--- src/design/ffc_pkg.sv ---
`default_nettype none
package ffc_pkg;

  localparam logic [2:0] OP_H2S  = 3'd0;
  localparam logic [2:0] OP_S2H  = 3'd1;
  localparam logic [2:0] OP_D2H  = 3'd2;
  localparam logic [2:0] OP_S2BF = 3'd3;
  localparam logic [2:0] OP_D2BF = 3'd4;

  localparam int unsigned OpW  = 3;
  localparam int unsigned SrcW = 64;
  localparam int unsigned ResW = 32;

endpackage
`default_nettype wire

--- src/design/ffc_narrow.sv ---
`default_nettype none
// Narrows a single or double encoding to a 16-bit format with round to nearest even.
// Significand widths: ssig 23 or 52, dsig 10 or 7.
module ffc_narrow (
  input  wire logic [63:0] operand_i,
  input  wire logic        src_dbl_i,
  input  wire logic        dst_bf_i,
  output logic      [15:0] result_o
);
  import ffc_pkg::*;

  logic        sign;
  logic [10:0] sexp;
  logic [52:0] sig;      // hidden one at bit 52, fraction left aligned
  logic        is_nan, is_inf_src;
  logic [12:0] dexp;     // signed result exponent (biased to destination)
  logic [63:0] mant;     // significand with hidden one at bit 63
  logic [6:0]  shift;
  logic [63:0] den;
  logic        sticky;
  logic [11:0] keep;
  logic [11:0] rnd;
  logic        guard, rest;
  logic [15:0] mag;
  logic [9:0]  payload;

  always_comb begin
    sign = 1'b0;
    sexp = '0;
    sig  = '0;
    if (src_dbl_i) begin
      sign = operand_i[63];
      sexp = operand_i[62:52];
      sig  = {1'b1, operand_i[51:0]};
    end else begin
      sign = operand_i[31];
      sexp = {3'b0, operand_i[30:23]};
      sig  = {1'b1, operand_i[22:0], 29'b0};
    end
    is_inf_src = src_dbl_i ? (sexp == 11'h7ff) : (sexp == 11'h0ff);
    is_nan     = is_inf_src && (sig[51:0] != '0);
    // Destination biased exponent: e - sbias + dbias.
    dexp = {2'b0, sexp} - (src_dbl_i ? 13'd1023 : 13'd127) + (dst_bf_i ? 13'd127 : 13'd15);

    mant = {sig, 11'b0};
    // Right shift so the result lands as a subnormal where dexp <= 0.
    if ($signed(dexp) >= 13'sd1) shift = '0;
    else if ($signed(dexp) < -13'sd62) shift = 7'd64;
    else shift = 7'(13'd1 - dexp);
    den    = (shift >= 7'd64) ? 64'd0 : (mant >> shift[5:0]);
    sticky = (shift >= 7'd64) ? 1'b1 : ((mant & ~(64'hffff_ffff_ffff_ffff << shift[5:0])) != 0);
    // Keep dsig+1 bits (hidden one plus fraction) from den's top.
    if (dst_bf_i) begin
      keep  = {4'b0, den[63:56]};
      guard = den[55];
      rest  = (den[54:0] != 0) | sticky;
    end else begin
      keep  = {1'b0, den[63:53]};
      guard = den[52];
      rest  = (den[51:0] != 0) | sticky;
    end
    rnd = keep + {11'b0, guard & (rest | keep[0])};

    payload = src_dbl_i ? operand_i[50:41] : operand_i[21:12];
    mag = '0;
    if (is_nan) begin
      mag = dst_bf_i ? {1'b0, 8'hff, 1'b1, payload[9:4]}
                     : {1'b0, 5'h1f, 1'b1, payload[9:1]};
    end else if (sexp == '0) begin
      mag = '0;
    end else if (dst_bf_i ? ($signed(dexp) >= 13'sd255) : ($signed(dexp) >= 13'sd31)) begin
      mag = dst_bf_i ? 16'h7f80 : 16'h7c00;
    end else if ($signed(dexp) >= 13'sd1) begin
      // Normal range: exponent plus rounded significand, carry rolls into exponent.
      mag = dst_bf_i ? 16'({dexp[7:0], 7'b0} + {4'b0, rnd} - 16'h0080)
                     : 16'({dexp[4:0], 10'b0} + {4'b0, rnd} - 16'h0400);
    end else begin
      mag = 16'(rnd);
    end
    result_o = {sign, mag[14:0]};
  end

endmodule
`default_nettype wire

--- src/design/float_format_converter.sv ---
`default_nettype none
// IEEE format converter. One item (op_i, operand_i) is taken in every cycle that
// start_i is high; busy_o is always low because nothing inside ever holds work
// back. valid_o and the converted value on result_o appear together, after
// the item has passed through the input register and then the result
// register. The receiver cannot stall the block, so each result must be
// captured in the single cycle that valid_o marks it. Opcodes 5 to 7 give a
// result of zero; 16-bit results sit in the low half of result_o.
module float_format_converter (
  input  wire logic                     clk_i,
  input  wire logic                     rst_ni,
  input  wire logic                     start_i,
  output logic                          busy_o,
  input  wire logic [ffc_pkg::OpW-1:0]  op_i,
  input  wire logic [ffc_pkg::SrcW-1:0] operand_i,
  output logic                          valid_o,
  output logic      [ffc_pkg::ResW-1:0] result_o
);
  import ffc_pkg::*;

  logic            in_vld_q;
  logic [OpW-1:0]  op_q;
  logic [SrcW-1:0] opnd_q;
  logic            out_vld_q;
  logic [ResW-1:0] res_q, res_d;
  logic [15:0]     nar;
  logic [31:0]     wid;
  logic [31:0]     bf;
  logic [15:0]     h;
  logic [4:0]      hexp;
  logic [9:0]      hsig;
  logic [3:0]      lz;
  logic [9:0]      nsig;

  assign busy_o = 1'b0;

  always_ff @(posedge clk_i or negedge rst_ni) begin
    if (!rst_ni) begin
      in_vld_q  <= 1'b0;
      out_vld_q <= 1'b0;
    end else begin
      in_vld_q  <= start_i;
      out_vld_q <= in_vld_q;
    end
  end

  // Payload registers carry no reset.
  always_ff @(posedge clk_i) begin
    op_q   <= op_i;
    opnd_q <= operand_i;
    res_q  <= res_d;
  end

  ffc_narrow u_narrow (
    .operand_i (opnd_q),
    .src_dbl_i (op_q == OP_D2H || op_q == OP_D2BF),
    .dst_bf_i  (op_q == OP_D2BF),
    .result_o  (nar)
  );

  // Half to single widening; subnormals are normalised by a short leading-one search.
  always_comb begin
    h    = opnd_q[15:0];
    hexp = h[14:10];
    hsig = h[9:0];
    lz   = 4'd0;
    for (int i = 0; i < 10; i++) begin
      if (hsig[i]) lz = 4'(9 - i);
    end
    nsig = 10'(hsig << (lz + 4'd1));
    if (hexp == 5'h1f) begin
      wid = {h[15], 8'hff, hsig, 13'b0};
    end else if (hexp == 5'd0) begin
      wid = (hsig == '0) ? {h[15], 31'b0}
                         : {h[15], 8'(8'd112 - {4'b0, lz}), nsig, 13'b0};
    end else begin
      wid = {h[15], 8'({3'b0, hexp} + 8'd112), hsig, 13'b0};
    end
  end

  // Single to bfloat16 by the short rounding add.
  always_comb begin
    if (opnd_q[30:0] > 31'h7f800000) begin
      bf = {16'b0, opnd_q[31:16] | 16'h0040};
    end else begin
      bf = opnd_q[31:0] + 32'h7fff + {31'b0, opnd_q[16]};
      bf = {16'b0, bf[31:16]};
    end
  end

  always_comb begin
    unique case (op_q)
      OP_H2S:                  res_d = wid;
      OP_S2H, OP_D2H, OP_D2BF: res_d = {16'b0, nar};
      OP_S2BF:                 res_d = bf;
      default:                 res_d = '0;
    endcase
  end

  assign valid_o  = out_vld_q;
  assign result_o = res_q;

endmodule
`default_nettype wire

--- config.mk ---
export PLATFORM = sky130hd
export DESIGN_NAME = float_format_converter
export DESIGN_NICKNAME = d
export VERILOG_FILES = /design/src/design/ffc_pkg.sv /design/src/design/ffc_narrow.sv /design/src/design/float_format_converter.sv
export SDC_FILE = /design/constraint.sdc
export NUM_CORES = 1
export LEC_CHECK = 0
export BUFFER_PORTS_ARGS = -buffer_cell sky130_fd_sc_hd__buf_2
export CAP_MARGIN = 20
export CORE_MARGIN = 4
export CORE_UTILIZATION = 41
export CTS_CLUSTER_DIAMETER = 150
export DETAILED_ROUTE_END_ITERATION = 10
export HOLD_SLACK_MARGIN = 0.06
export PLACE_DENSITY = 0.57
export SYNTH_ARGS = -nofsm -noshare
export SYNTH_HDL_FRONTEND = slang
export SYNTH_SLANG_ARGS = --single-unit
--- constraint.sdc ---
create_clock -name clk_i -period 11.85 [get_ports clk_i]
set_input_delay 0.5925 -clock clk_i [delete_from_list [all_inputs] [get_ports clk_i]]
set_output_delay 0.5925 -clock clk_i [all_outputs]
set_load 0.03 [all_outputs]
==> results of run 1 <==
[path summary, 6_finish.rpt]
| path | start | endpoint | slack, ps | depth (start not counted) |
|---|---|---|---|---|
| setup / recovery | op_q[1] | result_o[14] | 1700 | 41 |
| hold / removal | operand_i[5] | opnd_q[5] | 300 | 1 |
| setup reg to reg | op_q[1] | result_o[14] | 1700 | 41 |
| hold reg to reg | in_vld_q | valid_o | 360 | 0 |
| max in group asynchronous | rst_ni | in_vld_q | 11220 | 2 |
| min in group asynchronous | rst_ni | valid_o | 540 | 2 |
[worst max-delay path, delay by kind of cell (launching register included)]
kind	cells	cell delay, ps
adders and majority gates	8	2400
DFF	1	700
and+or+nand+nor	12	2840
buffers and inverters	4	1030
xor gates and xnor gates	3	600
AOI/OAI and AO/OA	14	2400
[flip-flops by register name, indices dropped and copies added (netlist names)]
name / flops
op_q: 3
result_o: 31
valid_o: 1
in_vld_q: 1
opnd_q: 64
[routing by layer]
layer	GRT usage, %	vias up	part of all wire (%)	wire (µm)
met5	0	-	0	0
met4	11.3	0	4.0	1780
met3	7.85	131	12	5350
met2	47.6	810	41	18500
met1	46.7	5451	43	19300
li1	-	5247	-	-
[stage by stage]
stage          power [W]  setup slack [ps]  hold WS [ps]
2_1_floorplan   0.000719              2900           297
3_3_place_gp    0.000870              2200           344
3_5_place_dp    0.000869              1920           337
4_1_cts          0.00119              1920           297
5_1_grt          0.00125               939           300
6_report         0.00120              1700           303
[power by group through the flow]
stage          registers [W]  clock network (W)  logic (W)
6_report            0.000389           0.000316   0.000493
5_1_grt             0.000389           0.000332   0.000530
4_1_cts             0.000386           0.000324   0.000477
3_5_place_dp        0.000394                  0   0.000475
2_1_floorplan       0.000389                  0   0.000330
3_3_place_gp        0.000394                  0   0.000477
[logic make-up after synthesis]
| family | share of synthesized area, % |
|---|---|
| adders and majority gates | 5.97 |
| muxes | 6.17 |
| buffers and inverters | 6.20 |
| other | 0.0752 |
| and+or+nand+nor | 24.7 |
| DFF | 20.2 |
| AOI/OAI and AO/OA | 33.0 |
| xor gates and xnor gates | 3.73 |
[synthesized netlist by cell type (11+ instances only)]
cell        n  area, µm²
a31o_2     12        105
o211ai_1   23        173
ha_1       42        526
or3_1      13       81.3
dfxtp_1    98       1960
o221ai_1   17        149
a31oi_1    22        138
clkbuf_1   77        289
buf_2      15       75.1
nand2b_1   13       81.3
o22ai_1    24        150
nand2_1   137        514
buf_1      11       41.3
xnor2_1    27        236
nor3_1     46        230
o31ai_1    14        105
o21ai_0    67        335
a211oi_1   29        218
nor4_1     16        100
nand4_1    15       93.8
and3_1     22        138
a21oi_1   122        611
nor2_1    137        514
mux2i_1    48        480
nand3_1    48        240
a21o_1     14        105
inv_1      42        158
[cell usage in the layout (no fill, tap or decap), drive strengths merged, types with 13 or more instances in the layout]
master / count
mux2i: 48
o22ai: 25
nand3: 49
a21oi: 122
and3: 22
o31ai: 15
o211ai: 23
a31oi: 22
dfxtp: 98
a21o: 15
nand2: 139
buf: 131
ha: 42
nand2b: 13
nor4: 18
o21ai: 75
xnor2: 28
o221ai: 17
or3: 13
inv: 47
a211oi: 29
nor3: 48
nor2: 143
nand4: 15
[timing repair]
item / CTS / global route
buffers inserted: 0 / 0
hold endpoints to repair: 2 / 0
hold buffers: 1 / 0
[cell type report]
type,count,area [µm²]
fillers,2515,12700
multi-input cells,1132,7360
flip-flops and latches,100,2010
repair buffers,132,738
well taps,319,399
clock buffers,9,225
inverters,43,161
clock inverters,7,76.3
==> impl_metrics.yaml, run 1 <==
run_status:
  status: "complete, no violations"
finish:
  design_area_um2: 11000
  nets: 1533
  fin_util_pct: 46.3
  final_layout_size_suffix_gt1_share_pct: 15.0
  stdcell_count: 1742
  diodes: 0
  synthToLayoutAreaGrowth_pct: 9.95
drt:
  route.detailed.drc: 0
  drt_first_pass_iters: 8
  drt_iter0_markers: 1675
  vias_per_cell: 6.68
  routed_wl_um: 44900
  routed-via-count: 11600
  ant_nets: 0
  wire_per_inst_um: 25.8
timing:
  worst_pin_slew_ps: 1050
  fin_tns_setup_ps: 0
  clock_skew_ps: 26.8
  slew_viol_final: 0
  relSlewSlack_pct: 29.6
  layout_min_cycle_time_ps: 10150
  clock.fmax_mhz: 98.5
  setup_viol: 0
  fin_crit_sh_pct: 85.7
  hold_viol_final: 0
  rsz0062_at_grt: "false"
floorplanning:
  fp-row-count: 56
  die_y_um: 164
  start_util_pct: 42.2
  core_area_um2: 23700
  die_w_um: 164
  ios: 104
  die-area_um2: 26900
critical_path:
  crit_path_end_kind: "flop"
  crit_path_start_kind: "flop"
  worstPathArrival_ps: 10380
  slowest_stage: "dfxtp_1"
  cpPeakStageDelay_ps: 700
  cpMostUsedCell: "ha_1"
  crit_type: "reg2reg"
  crit_fanout: 59
  critPathRequiredTime_ps: 12080
clock_tree:
  cts_tree: "done"
  cts_buffer_depth: 2
  ctsHtreeMaxLevel: 3
  cts_buffers: 9
  root_buffer: "clkbuf_16"
  cts_resized: 0
  clock_sinks: 100
  clk_pin_slew_worst_paths_ps: 100
  insertion_delay_ps: 380
yosys:
  ys_seq_area_share_pct: 20.2
  syn_avg_cell_area_um2: 7.22
  syn-cell-area_um2: 9980
  async_reset_ff_share_pct: 2.00
  yosys_warnings: 0
  yosys.cell_types.count: 101
  synth_enable_flop_cells: 0
  synth_ff_type: "dfxtp_1"
  syn_inst: 1383
  ys_ff_latch: 100
global_routing:
  grt_pass1_wl_um: 67200
  grtUsageTotal_pct: 32.6
  antenna_found_initial: 1
  grt_pass1_vias: 10800
  grt_remaining_overflow: 0
  grt_max_degree: 60
power_and_ir_drop:
  p_switching_w: 0.000521
  powerDensity_nw_per_um2: 109
  power_frac_seq_pct: 32.4
  p_leak_nw: 4.39
  switching_share_pct: 43.5
  power_frac_comb_pct: 41.2
  intPower_w: 0.000677
  ir_drop_mv: 0.0942
  clockPowerShare_pct: 26.4
placement:
  place_congestion: 0.994
  port_buffers: 102
  place_inst: 1725
  dpl_cell_area_um2: 10700
  hpwlAfterDp_um: 33900
worst_hold_path:
  min_path_type: "in2reg"
job:
  drv_cap: 0
Note: power is estimated with default switching activity, not from simulation.
==> run 2, diff against run 1 <==
- SYNTH_HIERARCHICAL: not set -> 1
==> run 2 against run 1 <==
Net effect:
- non-clock buffer count rose by 14
- total power rose by 17%
- via count fell by 0.40%
- count of clock-buffer cells in the layout did not move
- register-to-register slack got worse by 410 ps
- cell area rose by 2.2%
- critical path type unchanged
- critical endpoint unchanged
- highest routed layer unchanged
==> impl_metrics.yaml, run 2 <==
job:
  drv_cap: 0
critical_path:
  cp-startpoint: "op_q[1]"
  crit_type: "reg2reg"
  cpPeakStageDelay_ps: 680
  crit_path_start_kind: "flop"
  critPathRequiredTime_ps: 12090
  r2r-start: "op_q[1]"
  rr_endpoint: "result_o[14]"
  reg2regPathDepth: 41
  endpoint: "result_o[14]"
  slowest_stage: "a31oi_2"
  rrSetupSlack_ps: 1290
  crit_fanout: 20
  worstPathArrival_ps: 10800
  crit_path_end_kind: "flop"
worst_hold_path:
  min_path_type: "in2reg"
timing:
  rsz0062_at_grt: "false"
  relSlewSlack_pct: 24.3
  hold_viol_final: 0
  fin_crit_sh_pct: 89.1
  worst_pin_slew_ps: 1120
  setup_viol: 0
  slew_viol_final: 0
  clock_skew_ps: 8.70
  layout_min_cycle_time_ps: 10560
  fin_tns_setup_ps: 0
  clock.fmax_mhz: 94.7
placement:
  place_congestion: 1.00
  hpwlAfterDp_um: 31500
  dpl_cell_area_um2: 10900
  place_inst: 1709
  port_buffers: 102
clock_tree:
  clock_sinks: 100
  insertion_delay_ps: 360
  cts_buffers: 9
  clk_pin_slew_worst_paths_ps: 80
  cts_setup_buffers: 0
  cts_tree: "done"
  ctsHtreeMaxLevel: 3
  root_buffer: "clkbuf_16"
  cts_buffer_depth: 2
finish:
  final_common_cell: "nor2_1"
  design_area_um2: 11200
  final_layout_size_suffix_gt1_share_pct: 17.6
  synthToLayoutAreaGrowth_pct: 10.9
  diodes: 0
  final_cell_mix: "nor2_1 (129), nand2_1 (116), buf_2 (102)"
  regMostFlops: "opnd_q"
  largest_register_ffs: 64
  stdcell_count: 1727
  nets: 1506
power_and_ir_drop:
  ir_drop_mv: 0.0925
  p_leak_nw: 4.39
  powerDensity_nw_per_um2: 125
drt:
  wire_per_inst_um: 24.9
  routed_wl_um: 43100
  drt_iter0_markers: 1549
  routed-via-count: 11600
  vias_per_cell: 6.71
  ant_nets: 0
  drt_first_pass_iters: 8
  route.detailed.drc: 0
yosys:
  synth_largest_area_cell: "dfxtp_1"
  ys_ff_latch: 100
  ys_seq_area_share_pct: 19.9
  synth_commonest_cells: "nor2_1 (130), nand2_1 (116), dfxtp_1 (98), a21oi_1 (97), o21ai_0 (77)"
  yosys_warnings: 6
  syn_avg_cell_area_um2: 7.53
  synth_ff_type: "dfxtp_1"
  syn-cell-area_um2: 10100
  synth_enable_flop_cells: 0
  syn_nets: 1452
  yosys.cell_types.count: 115
  async_reset_ff_share_pct: 2.00
  yosysMostFrequentCell: "nor2_1"
  syn_inst: 1344
  synth_top_area_share_pct: 19.4
  ys_top_cells_by_area: "dfxtp_1 (19%), nor2_1 (4.8%), a21oi_1 (4.8%)"
floorplanning:
  start_util_pct: 41.6
  die_w_um: 165
  die-area_um2: 27200
  core_area_um2: 24300
  fp-row-count: 57
  die_y_um: 165
  ios: 104
run_status:
  status: "complete, no violations"
global_routing:
  grt_max_degree: 57
  grt_pass1_wl_um: 64400
  grtUsageTotal_pct: 30.7
  grt_remaining_overflow: 0
  grt_pass1_vias: 10700
  antenna_found_initial: 0
==> run 2: cell count changes after synthesis, moves of 9 or more <==
cell | before | now
a21oi_1 | 122 | 97
and3_1 | 22 | 13
clkbuf_1 | 77 | 59
mux2_2 | 10 | 21
mux2i_1 | 48 | 37
nand2_1 | 137 | 116
nor3_1 | 46 | 37
o211ai_1 | 23 | 32
o21ai_0 | 67 | 77
o221ai_1 | 17 | 8
xor2_1 | 10 | 21
==> run 2: per-layer routing <==
metal,share of wire (%),vias up,global-route usage (%)
li1,-,5228,-
met1,41,5504,41.0
met2,44,738,47.8
met3,10,123,5.58
met4,4.8,0,14.6
met5,0,-,0
==> run 2: layout make-up <==
| cell class | instances | area, µm² |
|---|---|---|
| fill | 2506 | 13100 |
| tap | 324 | 405 |
| sequential | 100 | 2010 |
| clock buffer | 9 | 225 |
| inverter | 42 | 160 |
| timing repair buffer | 146 | 843 |
| multi-input combinational | 1099 | 7480 |
| clock inverter | 7 | 91.3 |
==> run 2: how the worst min path moves through the flow <==
stage	from	endpoint	slack (ps)	cells past startpoint
after floorplan	rst_ni	in_vld_q	300	0
after global placement	in_vld_q	valid_o	340	0
final	operand_i[26]	opnd_q[26]	330	1
after CTS	operand_i[26]	opnd_q[26]	320	1
after global routing	operand_i[23]	opnd_q[23]	310	1
after detailed placement	in_vld_q	valid_o	340	0
==> run 2: cells by family (layout without fill, tap and decap cells) <==
family | count (synthesis) | count (layout) | synth area share [%]
adder cells (fa/ha/maj) | 38 | 38 | 4.85
XOR/XNOR | 47 | 47 | 4.66
flip-flops | 100 | 100 | 19.9
other | 1 | 1 | 0.0371
multiplexers | 66 | 66 | 7.46
AO/OA/AOI/OAI | 475 | 475 | 33.3
buffers and inverters | 145 | 204 | 6.31
AND/OR/NAND/NOR | 472 | 472 | 23.5
==> run 2: worst max-delay path: cells and delay by family, from the launching register on <==
kind            cells  cell delay, ps
fa+ha+maj           6            1880
xor+xnor            4             560
compound gates     15            4070
buf+inv             3             410
flops               1             480
simple gates       11            2550
mux                 2             480
==> run 2: repair_timing <==
action / 4_1_cts / 5_1_grt
hold buffers: 1 / 0
gates resized for setup: 0 / 0
endpoints found under the hold margin: 2 / 0
==> run 2: where the power goes <==
| group | leakage, nW | switching (W) | total, W | internal, W |
|---|---|---|---|---|
| sequential | 0.843 | 0.0000281 | 0.000386 | 0.000358 |
| clock | 0.152 | 0.000145 | 0.000315 | 0.000169 |
| combinational | 3.39 | 0.000458 | 0.000698 | 0.000240 |
| total | 4.39 | 0.000631 | 0.00140 | 0.000767 |
==> run 2: per-stage QoR <==
step	setup WS, ps	total power [W]	hold slack, ps	util, %
after floorplan	1350	0.000866	297	-
after global placement	1700	0.00108	339	44.8
after detailed placement	1480	0.00107	337	44.8
after CTS	1470	0.00139	320	46.1
after global routing	509	0.00148	314	46.1
final	1290	0.00140	327	46.1
